<file path="src/rtl/wsd_pkg.sv">
// Shared types, constants and tables for the waypoint steering decision unit.
`default_nettype none
package wsd_pkg;

  localparam int HEAD_W     = 13;
  localparam int OBS_W      = 10;
  localparam int DUTY_W     = 16;
  localparam int ERR_W      = 13;
  localparam int RANGE_W    = 16;
  localparam int MODE_W     = 2;
  localparam int CFG_W      = 16;
  localparam int CFG_IDX_W  = 3;
  localparam int MAX_CORDIC = 24;
  localparam int Z_W        = 23;
  localparam int SCALE_SH   = 16;
  localparam int FULL_TURN  = 5760;
  localparam int HALF_TURN  = 2880;
  localparam int STRAIGHT_BAND = 80;
  localparam int RECIP5     = 52429;   // ceil(2^18 / 5)
  localparam int RECIP5_SH  = 18;

  localparam logic signed [Z_W-1:0] Z_HALF = Z_W'(737280);  // 180 deg in 1/4096 deg

  typedef enum logic [MODE_W-1:0] {
    MODE_STOP     = 2'd0,
    MODE_TURN     = 2'd1,
    MODE_STRAIGHT = 2'd2
  } mode_e;

  typedef enum logic [CFG_IDX_W-1:0] {
    REG_ARRIVE = 3'd0,
    REG_TOL    = 3'd1,
    REG_OBS    = 3'd2,
    REG_MAX    = 3'd3,
    REG_MIN    = 3'd4,
    REG_LGAIN  = 3'd5,
    REG_RGAIN  = 3'd6
  } reg_idx_e;

  typedef struct packed {
    logic [15:0] arrive;
    logic [11:0] tol;
    logic [9:0]  obs;
    logic [15:0] max_duty;
    logic [15:0] min_duty;
    logic [15:0] lgain;
    logic [15:0] rgain;
  } cfg_t;

  typedef struct packed {
    logic [HEAD_W-1:0] head;
    logic              ob_valid;
    logic [OBS_W-1:0]  ob_dist;
  } meta_t;

  // atan(2^-i) in 1/4096 degree
  function automatic logic signed [Z_W-1:0] atan_lut(input int i);
    logic signed [Z_W-1:0] v;
    case (i)
      0:  v = Z_W'(184320);
      1:  v = Z_W'(108810);
      2:  v = Z_W'(57492);
      3:  v = Z_W'(29184);
      4:  v = Z_W'(14649);
      5:  v = Z_W'(7331);
      6:  v = Z_W'(3667);
      7:  v = Z_W'(1833);
      8:  v = Z_W'(917);
      9:  v = Z_W'(458);
      10: v = Z_W'(229);
      11: v = Z_W'(115);
      12: v = Z_W'(57);
      13: v = Z_W'(29);
      14: v = Z_W'(14);
      15: v = Z_W'(7);
      16: v = Z_W'(4);
      17: v = Z_W'(2);
      18: v = Z_W'(1);
      default: v = '0;
    endcase
    return v;
  endfunction

endpackage
`default_nettype wire

</file>
<file path="src/rtl/wsd_front.sv">
// Front stages: goal offsets, squared range and CORDIC start vector.
`default_nettype none
module wsd_front #(
  parameter int CB  = 16,
  parameter int CW  = CB + 20,
  parameter int SQW = 2 * CB + 2
) (
  input  wire logic                 clk_i,
  input  wire logic                 rst_ni,
  input  wire logic                 valid_i,
  output logic                      rdy_o,
  input  wire logic [CB-1:0]        pos_x_i,
  input  wire logic [CB-1:0]        pos_z_i,
  input  wire logic [CB-1:0]        goal_x_i,
  input  wire logic [CB-1:0]        goal_z_i,
  input  wire wsd_pkg::meta_t       meta_i,
  output logic                      valid_o,
  input  wire logic                 rdy_i,
  output logic signed [CW-1:0]      x_o,
  output logic signed [CW-1:0]      y_o,
  output logic signed [wsd_pkg::Z_W-1:0] z_o,
  output logic [SQW-1:0]            n_o,
  output logic                      zero_o,
  output wsd_pkg::meta_t            meta_o
);
  import wsd_pkg::*;

  logic a_v_q, b_v_q, en_a, en_b;
  logic signed [CB:0] dx_q, dz_q;
  meta_t a_meta_q;

  logic signed [CB:0] dx_d, dz_d;
  logic [CB:0] ax, az;
  logic [SQW-1:0] sx, sz;
  logic signed [CW-1:0] dxs, dzs, x_d, y_d;
  logic signed [Z_W-1:0] z_d;

  assign en_b  = ~b_v_q | rdy_i;
  assign en_a  = ~a_v_q | en_b;
  assign rdy_o = en_a;

  assign dx_d = $signed({goal_x_i[CB-1], goal_x_i}) - $signed({pos_x_i[CB-1], pos_x_i});
  assign dz_d = $signed({goal_z_i[CB-1], goal_z_i}) - $signed({pos_z_i[CB-1], pos_z_i});

  always_comb begin
    ax  = dx_q[CB] ? (~dx_q + 1'b1) : dx_q;
    az  = dz_q[CB] ? (~dz_q + 1'b1) : dz_q;
    sx  = ax * ax;
    sz  = az * az;
    dxs = CW'(dx_q) <<< SCALE_SH;
    dzs = CW'(dz_q) <<< SCALE_SH;
    if (dz_q > 0) begin
      x_d = dzs;
      y_d = dxs;
      z_d = (dx_q <= 0) ? Z_HALF : -Z_HALF;
    end else begin
      x_d = -dzs;
      y_d = -dxs;
      z_d = '0;
    end
  end

  always_ff @(posedge clk_i or negedge rst_ni) begin
    if (!rst_ni) begin
      a_v_q <= 1'b0;
      b_v_q <= 1'b0;
    end else begin
      if (en_a) a_v_q <= valid_i;
      if (en_b) b_v_q <= a_v_q;
    end
  end

  always_ff @(posedge clk_i) begin
    if (en_a) begin
      dx_q     <= dx_d;
      dz_q     <= dz_d;
      a_meta_q <= meta_i;
    end
    if (en_b) begin
      x_o    <= x_d;
      y_o    <= y_d;
      z_o    <= z_d;
      n_o    <= sx + sz;
      zero_o <= (dx_q == '0) && (dz_q == '0);
      meta_o <= a_meta_q;
    end
  end

  assign valid_o = b_v_q;

endmodule
`default_nettype wire

</file>
<file path="config.mk">
export PLATFORM = sky130hd
export DESIGN_NAME = wsd_front
export DESIGN_NICKNAME = d
export VERILOG_FILES = /design/src/rtl/wsd_pkg.sv /design/src/rtl/wsd_front.sv
export SDC_FILE = /design/constraint.sdc
export NUM_CORES = 1
export LEC_CHECK = 0
export BUFFER_PORTS_ARGS = -buffer_cell sky130_fd_sc_hd__buf_4
export CORE_AREA = 2 2 243 293
export DETAILED_ROUTE_END_ITERATION = 7
export DIE_AREA = 0 0 245 295
export PLACE_DENSITY_LB_ADDON = 0.05
export SKIP_LAST_GASP = 1
export SLEW_MARGIN = 20
export SYNTH_ARGS = -nofsm -noshare
export SYNTH_HDL_FRONTEND = slang
export SYNTH_SLANG_ARGS = --single-unit
</file>
<file path="constraint.sdc">
create_clock -name clk_i -period 12.02 [get_ports clk_i]
set_clock_uncertainty 0.1 [all_clocks]
set_input_delay 2.404 -clock clk_i [delete_from_list [all_inputs] [get_ports clk_i]]
set_output_delay 2.404 -clock clk_i [all_outputs]
set_load 0.02 [all_outputs]
</file>
; Word level (Yosys, flattened, before mapping)
; Index checks and enable logic that the tools add are counted.
[totals]
mem_bits_ro = 0
regBits = 214
latch_bits = 0
in_bits = 92
elab_cells = 42
mem_count = 0
ram_bits = 0
[classes]
bitwise = 6
n_reduce_logical = 3
mux = 5
n_eq_ne = 0
addsub = 7
multipliers = 2
shifts = 0
magnitude_cmp = 2
n_div = 0
[ops]
columns = op, n
row1 = two-way mux 36 bit, 2
row2 = negator 33 -> 36 bit, 2
row3 = multiplier 17 x 17 -> 34 bit, 2
row4 = "adder 17 x 1 -> 17 bit, second input constant", 2
row5 = adder 34 bit, 1
row6 = zero test 17 bit, 2
row7 = two-way mux 17 bit, 2
row8 = NOT 17 bit, 2
row9 = subtractor 16 x 16 -> 17 bit, 2
row10 = two-way mux 23 bit, 1
row11 = "> comparator 17 x 1 -> 1 bit, second input constant", 1
row12 = "less-or-equal comparator 17 x 1 -> 1 bit, second input constant", 1
row13 = NOT 1 bit, 2
row14 = bitwise OR 1 bit, 2
row15 = logical AND 1 bit, 1

; Depth between registers and ports, before layout
[logic_depth]
ltp_word = 5
ltp_mapped = 37
depth_no_buf = 37

; Worst setup path after synthesis
; No wires, ideal clock.
[synth_path]
path_type = reg2reg
start = register dx_q[0]
end = register n_o[23], data pin
path_slack_ns = 2.795
stages_incl_launch_ff = 34
period_less_slack_ns = 9.225
t_arrival_ns = 8.862
path_buffers = 1
cell_sequence = edfxtp_1 > inv_1 > ha_1 > nand2_1 > or3_1 > or3_1 > nand2b_1 > nor3_1 > ha_1 > clkbuf_1 > nand2_1 > fa_1 > inv_1 > fa_1 > inv_1 > fa_1 > inv_1 > fa_1 > fa_1 > fa_1 > fa_1 > inv_1 > fa_1 > inv_1 > ha_1 > a21o_1 > a211oi_1 > nand2_1 > o21ai_0 > o31ai_1 > and4_1 > o31a_1 > nor2_1 > xnor2_1
[synth_between]
elab_chain_cells = 5
[synth_rtl]
columns = item, line
row1 = from (decl), wsd_front.sv:29  ; logic signed [CB:0] dx_q, dz_q;
row2 = from (signal assigned), wsd_front.sv:75  ; dx_q <= dx_d;
row3 = NOT 17 bit, wsd_front.sv:46  ; ax = dx_q[CB] ? (~dx_q + 1'b1) : dx_q;
row4 = adder 17 x 1 -> 17 bit, wsd_front.sv:46
row5 = two-way mux 17 bit *, wsd_front.sv:46
row6 = multiplier 17 x 17 -> 34 bit *, wsd_front.sv:48  ; sx = ax * ax;
row7 = adder 34 bit *, wsd_front.sv:83  ; n_o <= sx + sz;
row8 = to (signal assigned), wsd_front.sv:83
row9 = to (decl), wsd_front.sv:22  ; output logic [SQW-1:0] n_o,
; Mark *: on every way between the ends. The rest lies on a longest branch, timed or not.
; A chain may end at the register's enable or synchronous reset.

; Final worst setup path
[layout_path]
start = register dz_q[0]
end = register n_o[33], data pin
[layout_between]
elab_chain_cells = 5
[layout_rtl]
columns = item, line
row1 = from (decl), wsd_front.sv:29
row2 = from (signal assigned), wsd_front.sv:76  ; dz_q <= dz_d;
row3 = NOT 17 bit, wsd_front.sv:47  ; az = dz_q[CB] ? (~dz_q + 1'b1) : dz_q;
row4 = adder 17 x 1 -> 17 bit, wsd_front.sv:47
row5 = two-way mux 17 bit *, wsd_front.sv:47
row6 = multiplier 17 x 17 -> 34 bit *, wsd_front.sv:49  ; sz = az * az;
row7 = adder 34 bit *, wsd_front.sv:83
; Marked as above.

==> impl_metrics.json <==
{
  "outcome": "finished clean",
  "cts_tree": "built",
  "cts_buffers": 17,
  "num-fill-cells": 6995,
  "arrival_ns": 10.58,
  "ctsRootBufferMaster": "clkbuf_16",
  "min_period_ns": 10.45,
  "syn_area_um2": 24150,
  "hold_viol": 0,
  "yosys.area.top_type": "fa_1",
  "cts_setup_buffers": 0,
  "wirelength_um": 64350,
  "maxCapViolations": 0,
  "synth_top_area_share_pct": 37.38,
  "yosysUniqueCellTypes": 68,
  "grt_use_total_pct": 18.80,
  "slowest_stage": "edfxtp_1",
  "path_clk_slew_ns": 0.08,
  "synth_top_flop_cell": "edfxtp_1",
  "hold_buffers": 0,
  "post-route-drc-count": 0,
  "drt-pass1-iter-count": 5,
  "clock_latency_ns": 0.48,
  "area_delta_synth_final_pct": 13.15,
  "async_flop_share_pct": 1.235,
  "period_share_pct": 86.97,
  "gp_congestion": 0.8671,
  "drt_iter0_markers": 764,
  "grt_pass1_wl_um": 101000,
  "wl_per_cell_um": 18.16,
  "cts_resized": 0,
  "floorplan.initialDensity_pct": 34.82,
  "fin_nets": 3378,
  "grt_max_degree": 67,
  "critPathMaxStageDelay_ns": 0.60,
  "die_x_um": 245,
  "end_kind": "flop",
  "fin_tns_setup_ns": 0,
  "r2r_cells": 31,
  "layout-drive-gt1-share_pct": 11.54,
  "maxSlewHeadroom_pct": 33.55,
  "cts_max_level": 4,
  "io_buffers": 201,
  "dp.final_hpwl_um": 55100,
  "rsz0062_at_grt": "false",
  "min_to": "meta_o[5]$_DFFE_PP_",
  "ys_warn_count": 0,
  "antenna_found_initial": 0,
  "cts_buffer_depth": 2,
  "vias": 16150,
  "ys_seq_area_share_pct": 20.10,
  "worst_slew_pin_slew_ns": 0.9968,
  "critPathLaunchType": "flop",
  "drv_slew": 0,
  "hp-class": "flop to flop",
  "reg2reg_slack_ns": 1.57,
  "overflow": 0,
  "die-height_um": 295,
  "synth_area_leaders": "fa_1 37%, edfxtp_1 20%, ha_1 12%, inv_1 11%, nand2_1 2.9%",
  "required_ns": 12.14,
  "clock.fmax_mhz": 95.65,
  "avgSynthCellArea_um2": 10.08,
  "cts_sinks": 162,
  "r2r-end": "n_o[33]$_DFFE_PP_",
  "min_path_cells": 0,
  "grt_pass1_vias": 18050,
  "synth_edf_count": 160,
  "antenna-diode-count": 0,
  "ys_seq_elements": 162,
  "syn_inst": 2395,
  "setup_viol": 0,
  "ant_nets": 0,
  "num_io_pins": 248,
  "cp_common_cell": "fa_1",
  "rr_startpoint": "dz_q[0]$_DFFE_PP_",
  "timing_worst_setup_path_type": "flop to flop",
  "core_region_area_um2": 69360,
  "crit_fanout": 10,
  "die-area_um2": 72280,
  "rows": 106,
  "via_per_inst": 4.557,
  "min_from": "a_meta_q[5]$_DFFE_PP_"
}
## flip-flops by register name, indices dropped and copies added, names as in the netlist
| signal | count |
|---|---|
| dx_q | 17 |
| meta_o | 24 |
| x_o | 20 |
| z_o | 3 |
| zero_o | 1 |
| n_o | 34 |
| valid_o | 1 |
| a_v_q | 1 |
| y_o | 20 |
| a_meta_q | 24 |
| dz_q | 17 |
## critical path: cells and delay by family, from the launching register on
kind	cells	cell delay (ns)
simple gates	7	1.80
buf+inv	6	0.56
flops	1	0.60
compound gates	7	1.93
xor+xnor	2	0.60
fa+ha+maj	9	4.58
## how the worst max path moves through the flow
stage | from | endpoint | slack (ns)
finish | dz_q[0]$_DFFE_PP_ | n_o[33]$_DFFE_PP_ | 1.57
global route | dz_q[0]$_DFFE_PP_ | n_o[33]$_DFFE_PP_ | 1.01
CTS | dx_q[0]$_DFFE_PP_ | n_o[33]$_DFFE_PP_ | 1.62
detailed placement | dx_q[0]$_DFFE_PP_ | n_o[33]$_DFFE_PP_ | 1.64
global placement | dx_q[0]$_DFFE_PP_ | n_o[23]$_DFFE_PP_ | 1.79
floorplan | dx_q[0]$_DFFE_PP_ | n_o[23]$_DFFE_PP_ | 2.80
## cells by family (layout without fill, tap and decap cells)
| family | count (synthesis) | in the layout | synth area share, % |
|---|---|---|---|
| AND/OR/NAND/NOR | 476 | 476 | 8.708 |
| flip-flops | 162 | 162 | 20.10 |
| XOR/XNOR | 107 | 107 | 4.191 |
| other | 2 | 58 | 0.03109 |
| AO/OA/AOI/OAI | 184 | 184 | 4.844 |
| adder cells (fa/ha/maj) | 673 | 673 | 48.88 |
| buffers and inverters | 791 | 965 | 13.25 |
## area by class of cell
cell class | instances | area, µm² | share of cell area [%]
Tap cell | 918 | 1149 | 4.203
Inverter | 702 | 2635 | 9.642
Multi-Input combinational cell | 1498 | 16330 | 59.76
Sequential cell | 162 | 4855 | 17.76
Timing Repair Buffer | 232 | 1742 | 6.373
Clock inverter | 14 | 191.4 | 0.7005
Clock buffer | 17 | 425.4 | 1.557
## metrics by stage
stage	hold slack (ns)	instances	setup slack, ns	area [µm²]	util (%)
after global routing	0.3299	3543	1.012	27330	39.40
final	0.3200	3543	1.566	27330	39.40
after CTS	0.3206	3543	1.615	27320	39.39
after global placement	0.3011	3512	1.789	26700	38.50
after floorplan	0.3003	2451	2.795	24360	-
after detailed placement	0.3045	3512	1.637	26700	38.50
## Yosys cell counts (all sizes together) (3+ instances only)
library cell / number
nor2b: 15
ha: 222
a211oi: 3
and2: 18
o31a: 3
a31oi: 8
nor3: 22
nand2b: 15
and3: 9
o21a: 13
clkbuf: 28
inv: 690
buf: 61
a21o: 13
edfxtp: 160
xor2: 26
xnor2: 81
nor4: 3
a21boi: 4
o41ai: 3
o31ai: 15
a21oi: 51
nand3: 10
nand3b: 3
o21ai: 55
or3: 11
nor2: 167
fa: 451
nand2: 189
clkinv: 12
or2: 8
## cell usage in the layout, fill, tap and decap left out, types with 4 or more instances in the layout
master / Yosys / layout
conb_1: 2 / 58
xnor2_1: 78 / 77
clkinv_1: 12 / 12
nor3_1: 21 / 21
o31ai_1: 14 / 14
nand2_1: 188 / 188
or3_1: 8 / 8
and2_1: 16 / 16
and3_1: 8 / 8
buf_4: 54 / 232
inv_6: 0 / 4
o21ai_0: 54 / 54
nand3_1: 10 / 10
inv_2: 8 / 8
o21a_1: 13 / 13
a21oi_1: 51 / 51
ha_1: 222 / 222
or2_2: 6 / 6
nor2_1: 166 / 166
xor2_2: 3 / 4
fa_1: 451 / 451
nand2b_1: 15 / 14
clkbuf_16: 0 / 17
nor2b_1: 15 / 15
edfxtp_1: 160 / 160
a21o_1: 13 / 13
xor2_1: 22 / 21
inv_1: 682 / 682
a31oi_1: 8 / 8
## metal layers
metal  vias up  share of wire (%)  track usage [%]  wire length [µm]
li1       7513                  -                -                 -
met1      8287                 38            21.88             24580
met2       288                 56            35.58             35960
met3        57                3.0            2.088              1950
met4         0                2.9            6.484              1860
met5         -                  0                0                 0
Power is not shown: default switching activity piles up to over one toggle a cycle in this logic, so the estimate is an artifact.
