===== src/rtl/wsd_pkg.sv =====
// Shared types, constants and tables for the waypoint steering decision unit.
`default_nettype none
package wsd_pkg;

  localparam int HEAD_W     = 13;
  localparam int OBS_W      = 10;
  localparam int DUTY_W     = 16;
  localparam int ERR_W      = 13;
  localparam int RANGE_W    = 16;
  localparam int MODE_W     = 2;
  localparam int CFG_W      = 16;
  localparam int CFG_IDX_W  = 3;
  localparam int MAX_CORDIC = 24;
  localparam int Z_W        = 23;
  localparam int SCALE_SH   = 16;
  localparam int FULL_TURN  = 5760;
  localparam int HALF_TURN  = 2880;
  localparam int STRAIGHT_BAND = 80;
  localparam int RECIP5     = 52429;   // ceil(2^18 / 5)
  localparam int RECIP5_SH  = 18;

  localparam logic signed [Z_W-1:0] Z_HALF = Z_W'(737280);  // 180 deg in 1/4096 deg

  typedef enum logic [MODE_W-1:0] {
    MODE_STOP     = 2'd0,
    MODE_TURN     = 2'd1,
    MODE_STRAIGHT = 2'd2
  } mode_e;

  typedef enum logic [CFG_IDX_W-1:0] {
    REG_ARRIVE = 3'd0,
    REG_TOL    = 3'd1,
    REG_OBS    = 3'd2,
    REG_MAX    = 3'd3,
    REG_MIN    = 3'd4,
    REG_LGAIN  = 3'd5,
    REG_RGAIN  = 3'd6
  } reg_idx_e;

  typedef struct packed {
    logic [15:0] arrive;
    logic [11:0] tol;
    logic [9:0]  obs;
    logic [15:0] max_duty;
    logic [15:0] min_duty;
    logic [15:0] lgain;
    logic [15:0] rgain;
  } cfg_t;

  typedef struct packed {
    logic [HEAD_W-1:0] head;
    logic              ob_valid;
    logic [OBS_W-1:0]  ob_dist;
  } meta_t;

  // atan(2^-i) in 1/4096 degree
  function automatic logic signed [Z_W-1:0] atan_lut(input int i);
    logic signed [Z_W-1:0] v;
    case (i)
      0:  v = Z_W'(184320);
      1:  v = Z_W'(108810);
      2:  v = Z_W'(57492);
      3:  v = Z_W'(29184);
      4:  v = Z_W'(14649);
      5:  v = Z_W'(7331);
      6:  v = Z_W'(3667);
      7:  v = Z_W'(1833);
      8:  v = Z_W'(917);
      9:  v = Z_W'(458);
      10: v = Z_W'(229);
      11: v = Z_W'(115);
      12: v = Z_W'(57);
      13: v = Z_W'(29);
      14: v = Z_W'(14);
      15: v = Z_W'(7);
      16: v = Z_W'(4);
      17: v = Z_W'(2);
      18: v = Z_W'(1);
      default: v = '0;
    endcase
    return v;
  endfunction

endpackage
`default_nettype wire


===== src/rtl/wsd_drive.sv =====
// Back stages: bearing, heading error, mode choice and calibrated wheel duties.
`default_nettype none
module wsd_drive #(
  parameter int CB = 16
) (
  input  wire logic                 clk_i,
  input  wire logic                 rst_ni,
  input  wire wsd_pkg::cfg_t        cfg_i,
  input  wire logic                 valid_i,
  output logic                      rdy_o,
  input  wire logic signed [wsd_pkg::Z_W-1:0] z_i,
  input  wire logic [CB:0]          dist_i,
  input  wire logic                 zero_i,
  input  wire wsd_pkg::meta_t       meta_i,
  output logic                      valid_o,
  input  wire logic                 rdy_i,
  output wsd_pkg::mode_e            mode_o,
  output logic [wsd_pkg::DUTY_W-1:0]  left_o,
  output logic [wsd_pkg::DUTY_W-1:0]  right_o,
  output logic [wsd_pkg::ERR_W-1:0]   err_o,
  output logic [wsd_pkg::RANGE_W-1:0] range_o
);
  import wsd_pkg::*;

  localparam int BW = Z_W - 8;
  localparam int EW = 15;

  logic v1_q, v2_q, v3_q, v4_q, v5_q, v6_q;
  logic en1, en2, en3, en4, en5, en6;

  // stage 1
  logic signed [Z_W-1:0] zs;
  logic signed [BW-1:0]  zr, bw;
  logic [HEAD_W-1:0]     b1_q, h1_q;
  logic                  near1_q, arr1_q;
  logic [RANGE_W-1:0]    rng1_q;
  // stage 2
  logic signed [EW-1:0]  e_raw, e_w, e_abs;
  logic [33:0]           base_p;
  mode_e                 mode_d, mode2_q, mode3_q, mode4_q, mode5_q;
  logic [ERR_W-1:0]      err2_q, err3_q, err4_q, err5_q;
  logic [RANGE_W-1:0]    rng2_q, rng3_q, rng4_q, rng5_q;
  logic                  band2_q, pos2_q;
  logic [15:0]           base2_q;
  // stage 3
  logic [19:0]           s9;
  logic [36:0]           slow_p;
  logic [15:0]           slow, ls3_q, rs3_q;
  // stage 4
  logic [31:0]           lp4, rp4;
  logic [16:0]           l4_q, r4_q;
  // stage 5
  logic [16:0]           lm, rm;
  logic [32:0]           lp5, rp5;
  logic [17:0]           l5_q, r5_q;

  assign en6   = ~v6_q | rdy_i;
  assign en5   = ~v5_q | en6;
  assign en4   = ~v4_q | en5;
  assign en3   = ~v3_q | en4;
  assign en2   = ~v2_q | en3;
  assign en1   = ~v1_q | en2;
  assign rdy_o = en1;

  always_comb begin
    zs = z_i + Z_W'(128);
    zr = BW'(zs >>> 8);
    if (zr < 0) begin
      bw = zr + BW'(FULL_TURN);
    end else if (zr >= BW'(FULL_TURN)) begin
      bw = zr - BW'(FULL_TURN);
    end else begin
      bw = zr;
    end
  end

  always_comb begin
    e_raw = $signed({2'b00, b1_q}) - $signed({2'b00, h1_q});
    if (e_raw > EW'(HALF_TURN)) begin
      e_w = e_raw - EW'(FULL_TURN);
    end else if (e_raw < -EW'(HALF_TURN)) begin
      e_w = e_raw + EW'(FULL_TURN);
    end else begin
      e_w = e_raw;
    end
    e_abs = (e_w < 0) ? -e_w : e_w;
    if (near1_q || arr1_q) begin
      mode_d = MODE_STOP;
    end else if (e_abs > $signed({3'b000, cfg_i.tol})) begin
      mode_d = MODE_TURN;
    end else begin
      mode_d = MODE_STRAIGHT;
    end
    base_p = {cfg_i.max_duty, 2'b00} * 16'(RECIP5);
  end

  always_comb begin
    s9     = base2_q * 4'd9;
    slow_p = s9[19:1] * 18'(RECIP5);
    slow   = slow_p[RECIP5_SH +: 16];
  end

  assign lp4 = ls3_q * cfg_i.lgain;
  assign rp4 = rs3_q * cfg_i.rgain;

  always_comb begin
    lm  = (l4_q < {1'b0, cfg_i.min_duty}) ? {1'b0, cfg_i.min_duty} : l4_q;
    rm  = (r4_q < {1'b0, cfg_i.min_duty}) ? {1'b0, cfg_i.min_duty} : r4_q;
    lp5 = lm * cfg_i.lgain;
    rp5 = rm * cfg_i.rgain;
  end

  always_ff @(posedge clk_i or negedge rst_ni) begin
    if (!rst_ni) begin
      v1_q <= 1'b0;
      v2_q <= 1'b0;
      v3_q <= 1'b0;
      v4_q <= 1'b0;
      v5_q <= 1'b0;
      v6_q <= 1'b0;
    end else begin
      if (en1) v1_q <= valid_i;
      if (en2) v2_q <= v1_q;
      if (en3) v3_q <= v2_q;
      if (en4) v4_q <= v3_q;
      if (en5) v5_q <= v4_q;
      if (en6) v6_q <= v5_q;
    end
  end

  always_ff @(posedge clk_i) begin
    if (en1) begin
      b1_q    <= zero_i ? '0 : HEAD_W'(bw);
      h1_q    <= meta_i.head;
      near1_q <= meta_i.ob_valid && (meta_i.ob_dist < cfg_i.obs);
      arr1_q  <= 32'(dist_i) < 32'(cfg_i.arrive);
      rng1_q  <= (dist_i > (CB + 1)'(16'hFFFF)) ? 16'hFFFF : RANGE_W'(dist_i);
    end
    if (en2) begin
      mode2_q <= mode_d;
      err2_q  <= ERR_W'(e_w);
      rng2_q  <= rng1_q;
      band2_q <= e_abs > EW'(STRAIGHT_BAND);
      pos2_q  <= e_w > 0;
      base2_q <= base_p[RECIP5_SH +: 16];
    end
    if (en3) begin
      mode3_q <= mode2_q;
      err3_q  <= err2_q;
      rng3_q  <= rng2_q;
      ls3_q   <= (band2_q && pos2_q) ? slow : base2_q;
      rs3_q   <= (band2_q && !pos2_q) ? slow : base2_q;
    end
    if (en4) begin
      mode4_q <= mode3_q;
      err4_q  <= err3_q;
      rng4_q  <= rng3_q;
      l4_q    <= lp4[31:15];
      r4_q    <= rp4[31:15];
    end
    if (en5) begin
      mode5_q <= mode4_q;
      err5_q  <= err4_q;
      rng5_q  <= rng4_q;
      l5_q    <= lp5[32:15];
      r5_q    <= rp5[32:15];
    end
    if (en6) begin
      mode_o  <= mode5_q;
      err_o   <= err5_q;
      range_o <= rng5_q;
      if (mode5_q == MODE_STRAIGHT) begin
        left_o  <= (l5_q > 18'h0FFFF) ? 16'hFFFF : l5_q[15:0];
        right_o <= (r5_q > 18'h0FFFF) ? 16'hFFFF : r5_q[15:0];
      end else begin
        left_o  <= '0;
        right_o <= '0;
      end
    end
  end

  assign valid_o = v6_q;

endmodule
`default_nettype wire


===== config.mk =====
export PLATFORM = sky130hd
export DESIGN_NAME = wsd_drive
export DESIGN_NICKNAME = d
export VERILOG_FILES = /design/src/rtl/wsd_pkg.sv /design/src/rtl/wsd_drive.sv
export SDC_FILE = /design/constraint.sdc
export NUM_CORES = 2
export LEC_CHECK = 0
export ABC_AREA = 1
export BUFFER_PORTS_ARGS = -buffer_cell sky130_fd_sc_hd__clkbuf_2
export CAP_MARGIN = 20
export CORE_ASPECT_RATIO = 1.75
export CORE_UTILIZATION = 35
export CTS_CLUSTER_SIZE = 10
export DETAILED_ROUTE_END_ITERATION = 6
export MAX_ROUTING_LAYER = met4
export PLACE_DENSITY = 0.47
export RECOVER_POWER = 100
export SYNTH_ARGS = -nofsm -noshare
export SYNTH_HDL_FRONTEND = slang
export SYNTH_SLANG_ARGS = --single-unit

===== constraint.sdc =====
create_clock -name clk_i -period 17.55 [get_ports clk_i]
set_input_delay 0 -clock clk_i [delete_from_list [all_inputs] [get_ports clk_i]]
set_output_delay 0 -clock clk_i [all_outputs]
set_load 0.02 [all_outputs]

== Word level (Yosys, flattened, before mapping) ==
Index checks and enable logic that the tools add are counted.

* Bits in registers: 357
* Input bits: 171
* Output and inout bits: 65
* Logic and storage cells: 96

* Add/subtract/negate cells: 7
* Multipliers: 7
* Magnitude comparators: 15
* Equal/unequal tests: 1
* Multiplexer cells: 12
* Bitwise operators: 12
* Reduce and logical (&&, ||, !) cells: 5

{| class="wikitable"
|+ Operators with widths
! operator !! number
|-
| multiplier 17 x 16 -> 33 bit || 2
|-
| multiplier 16 x 16 -> 32 bit || 2
|-
| 2-to-1 mux 16 bit || 4
|-
| < comparator 17 x 16 -> 1 bit || 3
|-
| 2-to-1 mux 15 bit || 3
|-
| greater-than comparator 18 x 16 -> 1 bit (second input constant) || 2
|-
| multiplier 19 x 16 -> 34 bit (second input constant) || 1
|-
| 2-to-1 mux 17 bit || 2
|-
| multiplier 16 x 16 -> 32 bit (second input constant) || 1
|-
| < comparator 15 x 1 -> 1 bit (second input constant) || 2
|-
| 2-to-1 mux 13 bit || 2
|-
| adder 23 x 9 -> 23 bit (second input constant) || 1
|-
| multiplier 16 x 4 -> 20 bit (second input constant) || 1
|-
| greater-than comparator 17 x 16 -> 1 bit (second input constant) || 1
|-
| adder 14 x 14 -> 15 bit (second input constant) || 1
|-
| >= comparator 15 x 14 -> 1 bit (second input constant) || 1
|-
| greater-than comparator 15 x 1 -> 1 bit (second input constant) || 1
|-
| greater-than comparator 15 x 13 -> 1 bit || 1
|-
| greater-than comparator 15 x 8 -> 1 bit (second input constant) || 1
|-
| negation 15 bit || 1
|-
| subtractor 14 x 14 -> 15 bit (second input constant) || 1
|-
| greater-than comparator 14 x 13 -> 1 bit (second input constant) || 1
|-
| < comparator 14 x 13 -> 1 bit (second input constant) || 1
|-
| subtractor 13 x 13 -> 14 bit || 1
|-
| other kinds (10) || 22
|}

== Longest topological paths before layout ==
* Depth in word-level cells: 8
* Gate-level depth with buffers: 39
* Mapped depth without buffers: 37

== Worst setup path after synthesis ==
Ideal clock, no wire load.

* Kind: register to register
* Start: register v6_q (netlist: valid_o)
* End: register arr1_q, enable pin
* Setup time: 409 ps
* Data arrival time: 7415 ps
* Data required time: 17141 ps
* Path slack: 9725 ps
* Stages on the path, launching flop included: 12
* Buffers on the path: 0
* Clock period less this slack: 7825 ps
* Cells stage by stage: dfrtp_1 inv_1 nor2_1 inv_1 nor2_1 inv_1 nor2_1 inv_1 nor2_1 inv_1 nor2_1 nand2_1

* Cells in the longest elaborated chain, start to end: 7

{| class="wikitable"
|+ Ends and longest elaborated chain
! element !! RTL line !! RTL
|-
| start, declared || wsd_drive.sv:28 || <nowiki>logic v1_q, v2_q, v3_q, v4_q, v5_q, v6_q;</nowiki>
|-
| start signal, assigned || wsd_drive.sv:127 || <nowiki>if (en6) v6_q <= v5_q;</nowiki>
|-
| inverter 1 bit || wsd_drive.sv:57 || <nowiki>assign en6 = ~v6_q | rdy_i;</nowiki>
|-
| OR 1 bit || wsd_drive.sv:57 ||
|-
| named net en6 || wsd_drive.sv:29 || <nowiki>logic en1, en2, en3, en4, en5, en6;</nowiki>
|-
| OR 1 bit || wsd_drive.sv:58 || <nowiki>assign en5 = ~v5_q | en6;</nowiki>
|-
| named net en5 || wsd_drive.sv:29 ||
|-
| OR 1 bit || wsd_drive.sv:59 || <nowiki>assign en4 = ~v4_q | en5;</nowiki>
|-
| named net en4 || wsd_drive.sv:29 ||
|-
| OR 1 bit || wsd_drive.sv:60 || <nowiki>assign en3 = ~v3_q | en4;</nowiki>
|-
| named net en3 || wsd_drive.sv:29 ||
|-
| OR 1 bit || wsd_drive.sv:61 || <nowiki>assign en2 = ~v2_q | en3;</nowiki>
|-
| OR 1 bit || wsd_drive.sv:62 || <nowiki>assign en1 = ~v1_q | en2;</nowiki>
|-
| named net rdy_o || wsd_drive.sv:10 || <nowiki>output logic rdy_o,</nowiki>
|-
| end signal, assigned || wsd_drive.sv:136 || <nowiki>arr1_q <= 32'(dist_i) < 32'(cfg_i.arrive);</nowiki>
|-
| end, declared || wsd_drive.sv:35 || <nowiki>logic near1_q, arr1_q;</nowiki>
|}

The timed path passes the listed nets, and every way through them passes these cells.
A chain may end at the register's enable or synchronous reset.

== Final worst setup path ==
* Start: register r4_q[2]
* End: register r5_q[16], data pin

* Cells in the longest elaborated chain, start to end: 3

{| class="wikitable"
|+ Ends and longest elaborated chain
! element !! RTL line !! RTL
|-
| start, declared || wsd_drive.sv:51 || <nowiki>logic [16:0] l4_q, r4_q;</nowiki>
|-
| start signal, assigned || wsd_drive.sv:159 || <nowiki>r4_q <= rp4[31:15];</nowiki>
|-
| < comparator 17 x 16 -> 1 bit || wsd_drive.sv:108 || <nowiki>rm = (r4_q < {1'b0, cfg_i.min_duty}) ? {1'b0, cfg_i.min_duty} : r4_q;</nowiki>
|-
| 2-to-1 mux 17 bit * || wsd_drive.sv:108 ||
|-
| multiplier 17 x 16 -> 33 bit * || wsd_drive.sv:110 || <nowiki>rp5 = rm * cfg_i.rgain;</nowiki>
|-
| named net rp5[31] || wsd_drive.sv:54 || <nowiki>logic [32:0] lp5, rp5;</nowiki>
|-
| end signal, assigned || wsd_drive.sv:166 || <nowiki>r5_q <= rp5[32:15];</nowiki>
|-
| end, declared || wsd_drive.sv:55 || <nowiki>logic [17:0] l5_q, r5_q;</nowiki>
|}

Mark *: on every way through the listed nets, which the timed path passes. The rest lies on a longest branch.

==> results.md <==
- Root Driver: clkbuf_16
- CP arrival: 10.57 ns
- Register bit total from synthesis: 357
- Synth Flop Type: edfxtp_1
- Metal-1 WL: 63.0 mm
- DIE HEIGHT: 554 um
- Clk_lat worst skew: 0.66 ns
- Highest routed layer: met4
- Finished Cell Area: 0.0667 mm^2
- Count of pins over their slew limit: 365
- First-pass DRT Iterations: 7
- Slew HR: -154%
- Seq/Total Area, Yosys: 17.6%
- Post-route DRC: 1
- HP Class: primary input to register
- DRT iter0 DRCs: 1946
- Status: finished, violations left
- Critical path's slowest cell: o21ai_0
- Final Routed Wirelength: 181 mm
- Synth async-reset ratio: 1.68%
- Fin crit period: 10.16 ns
- GR Overflow Total: 0
- DR WL/cell: 19.1 um
- Share of layout cells above drive strength 1: 5.14%
- Layout fillers: 17900
- Synth warnings: 0
- Failing checks: design-rule violations, max-capacitance violations, max-slew violations
- CTS buffer count: 47
- Worst Skew: 0.0617 ns
- Least-Margin Pin Slew: 3.81 ns
- Cell Area, Placed: 0.0646 mm^2
- Max FO, Critical Path: 26
- CTS tree: built
- Initial antenna violation count: 9
- Crit share post-route: 57.9%
- Bufs on Longest Clock Path: 3
- I/O Pins: 236
- Final WS setup: 7.39 ns
- Area Growth Syn to Fin: 9.68%
- Final setup violating endpoints: 0
- Place WS: 8.05 ns
- MaxCap Viol Count: 9
- Crit path top cell by count: fa_1
- Post-synth EDFFs: 351
- H-tree depth: 2
- Core region area: 0.173 mm^2
- Vias in the first global route: 50400
- Via-to-Cell Ratio: 4.82
- Mapped Area: 0.0609 mm^2
- Sink Count: 357
- Die ar.: 0.176 mm^2
- Crit Path Category: register to register
- Detailed placer's ending HPWL: 148 mm
- First-pass GRT wire length: 281 mm
- Die Wd: 317 um
- Final Net Count: 9156
- Worst Path Required: 17.96 ns
- Antenna violation net count after detailed routing: 0
- Initial Utilization: 35.2%
- Post-Synthesis Cells: 6972
- RSZ-0062 raised after global routing: no
- Port bufs: 228
- Max Clock Freq: 98.4 MHz
- CP Launch Type: register
- Post-synth cell types: 57
- Setup TNS: 0 ns
- Row Count: 202
- Post-synthesis net count: 8915
- WL met2: 101 mm
- Placer Congestion: 0.904
- Gates resized, CTS repair: 0
- Wire length on met3: 5.98 mm
- CP peak stage delay: 1.70 ns
- Syn avg cell area: 8.73 um^2
- Worst-path clk slew: 0.06 ns
- Largest net degree at the start of global routing: 62
- Total GRT Usage: 21.8%
- Final hold vios: 0
- Via count: 45700
- Worst Setup End Kind: register
state kept, by name (all words and copies together), names as in the netlist, 16 cells and up:
signal and cells:
r5_q 18, r4_q 17, right_o 16, rng2_q 16, rng1_q 16, rng3_q 16
range_o 16, rs3_q 16, left_o 16, base2_q 16, l4_q 17, rng4_q 16
ls3_q 16, l5_q 18, rng5_q 16
what timing repair did:
action	in CTS	in global routing
endpoints found under the hold margin	51	0
hold buffers	85	0
setup buffers	0	0
worst paths after layout:
kind | from | end | slack [ns] | depth (start not counted)
worst max register to register | r4_q[2] | r5_q[16] | 7.39 | 28
worst max-delay path | r4_q[2] | r5_q[16] | 7.39 | 28
min in group asynchronous | rst_ni | valid_o | 0.35 | 3
max in group asynchronous | rst_ni | v3_q | 16.98 | 3
worst min-delay path | meta_i[16] | h1_q[5] | 0.06 | 2
worst min register to register | rng2_q[9] | rng3_q[9] | 0.40 | 0
cell usage after synthesis, drive strengths merged, types with 27 or more instances:
cell,n,area [um^2]
o21ai,167,866
fa,985,19700
or2,27,169
clkbuf,171,642
nand4,35,225
nor2,446,1720
nand3,144,793
a21oi,265,1360
edfxtp,351,10500
inv,1848,6940
xnor2,34,298
ha,787,9850
nand2,1401,5370
xor2,95,840
nor3,35,180
stage by stage:
step	hold WS, ns	utilization [%]	instances
final	0.0574	38.6	9493
after detailed placement	-0.159	37.4	9322
after floorplan	-0.296	-	6972
after CTS	0.000165	38.7	9484
after global placement	-0.165	37.4	9322
after global routing	0.0288	38.6	9493
worst max-delay path, delay by kind of cell, from the launching register on:
family                     cells  cell delay, ns
adders and majority gates      8            3.68
DFF                            1            0.51
buffers and inverters          4            1.54
and+or+nand+nor               10            1.42
AOI/OAI and AO/OA              6            2.73
cell type report:
cell class                      instances  area [um^2]  area share, %
Antenna cell                            8         20.0         0.0300
Clock inverter                         16          248          0.371
Inverter                             1863         7000           10.5
Sequential cell                       357        10700           16.0
Multi-Input combinational cell       4558        42300           63.4
Timing Repair Buffer                  386         2410           3.60
Tap cell                             2244         2810           4.21
Clock buffer                           61         1250           1.87
logic make-up after synthesis:
family	after synthesis	share of synthesized area (%)
AND/OR/NAND/NOR	2114	14.2
XOR/XNOR	129	1.87
buffers and inverters	2057	12.7
flip-flops	357	17.6
adder cells (fa/ha/maj)	1772	48.6
AO/OA/AOI/OAI	543	5.05
cell usage in the layout (no fill, tap or decap), drive strengths merged, types with 16 or more instances in the layout:
master       instances
o21a                25
a21o                18
nor3                35
o21bai              17
clkinv              25
nand2             1401
clkbuf             298
xor2                95
ha                 787
fa                 985
nand3              144
a21oi              265
nor2               446
dlygate4sd3         85
or2                 27
xnor2               34
inv               1846
nand4               35
buf                 64
edfxtp             351
a31oi               16
o21ai              167
per-layer routing:
metal | vias up | global-route usage (%)
met5 | - | -
met4 | 0 | 11.5
li1 | 21500 | -
met2 | 1075 | 41.8
met3 | 458 | 1.91
met1 | 22700 | 21.2
Power is not shown: default switching activity piles up to over one toggle a cycle in this logic, so the estimate is an artifact.
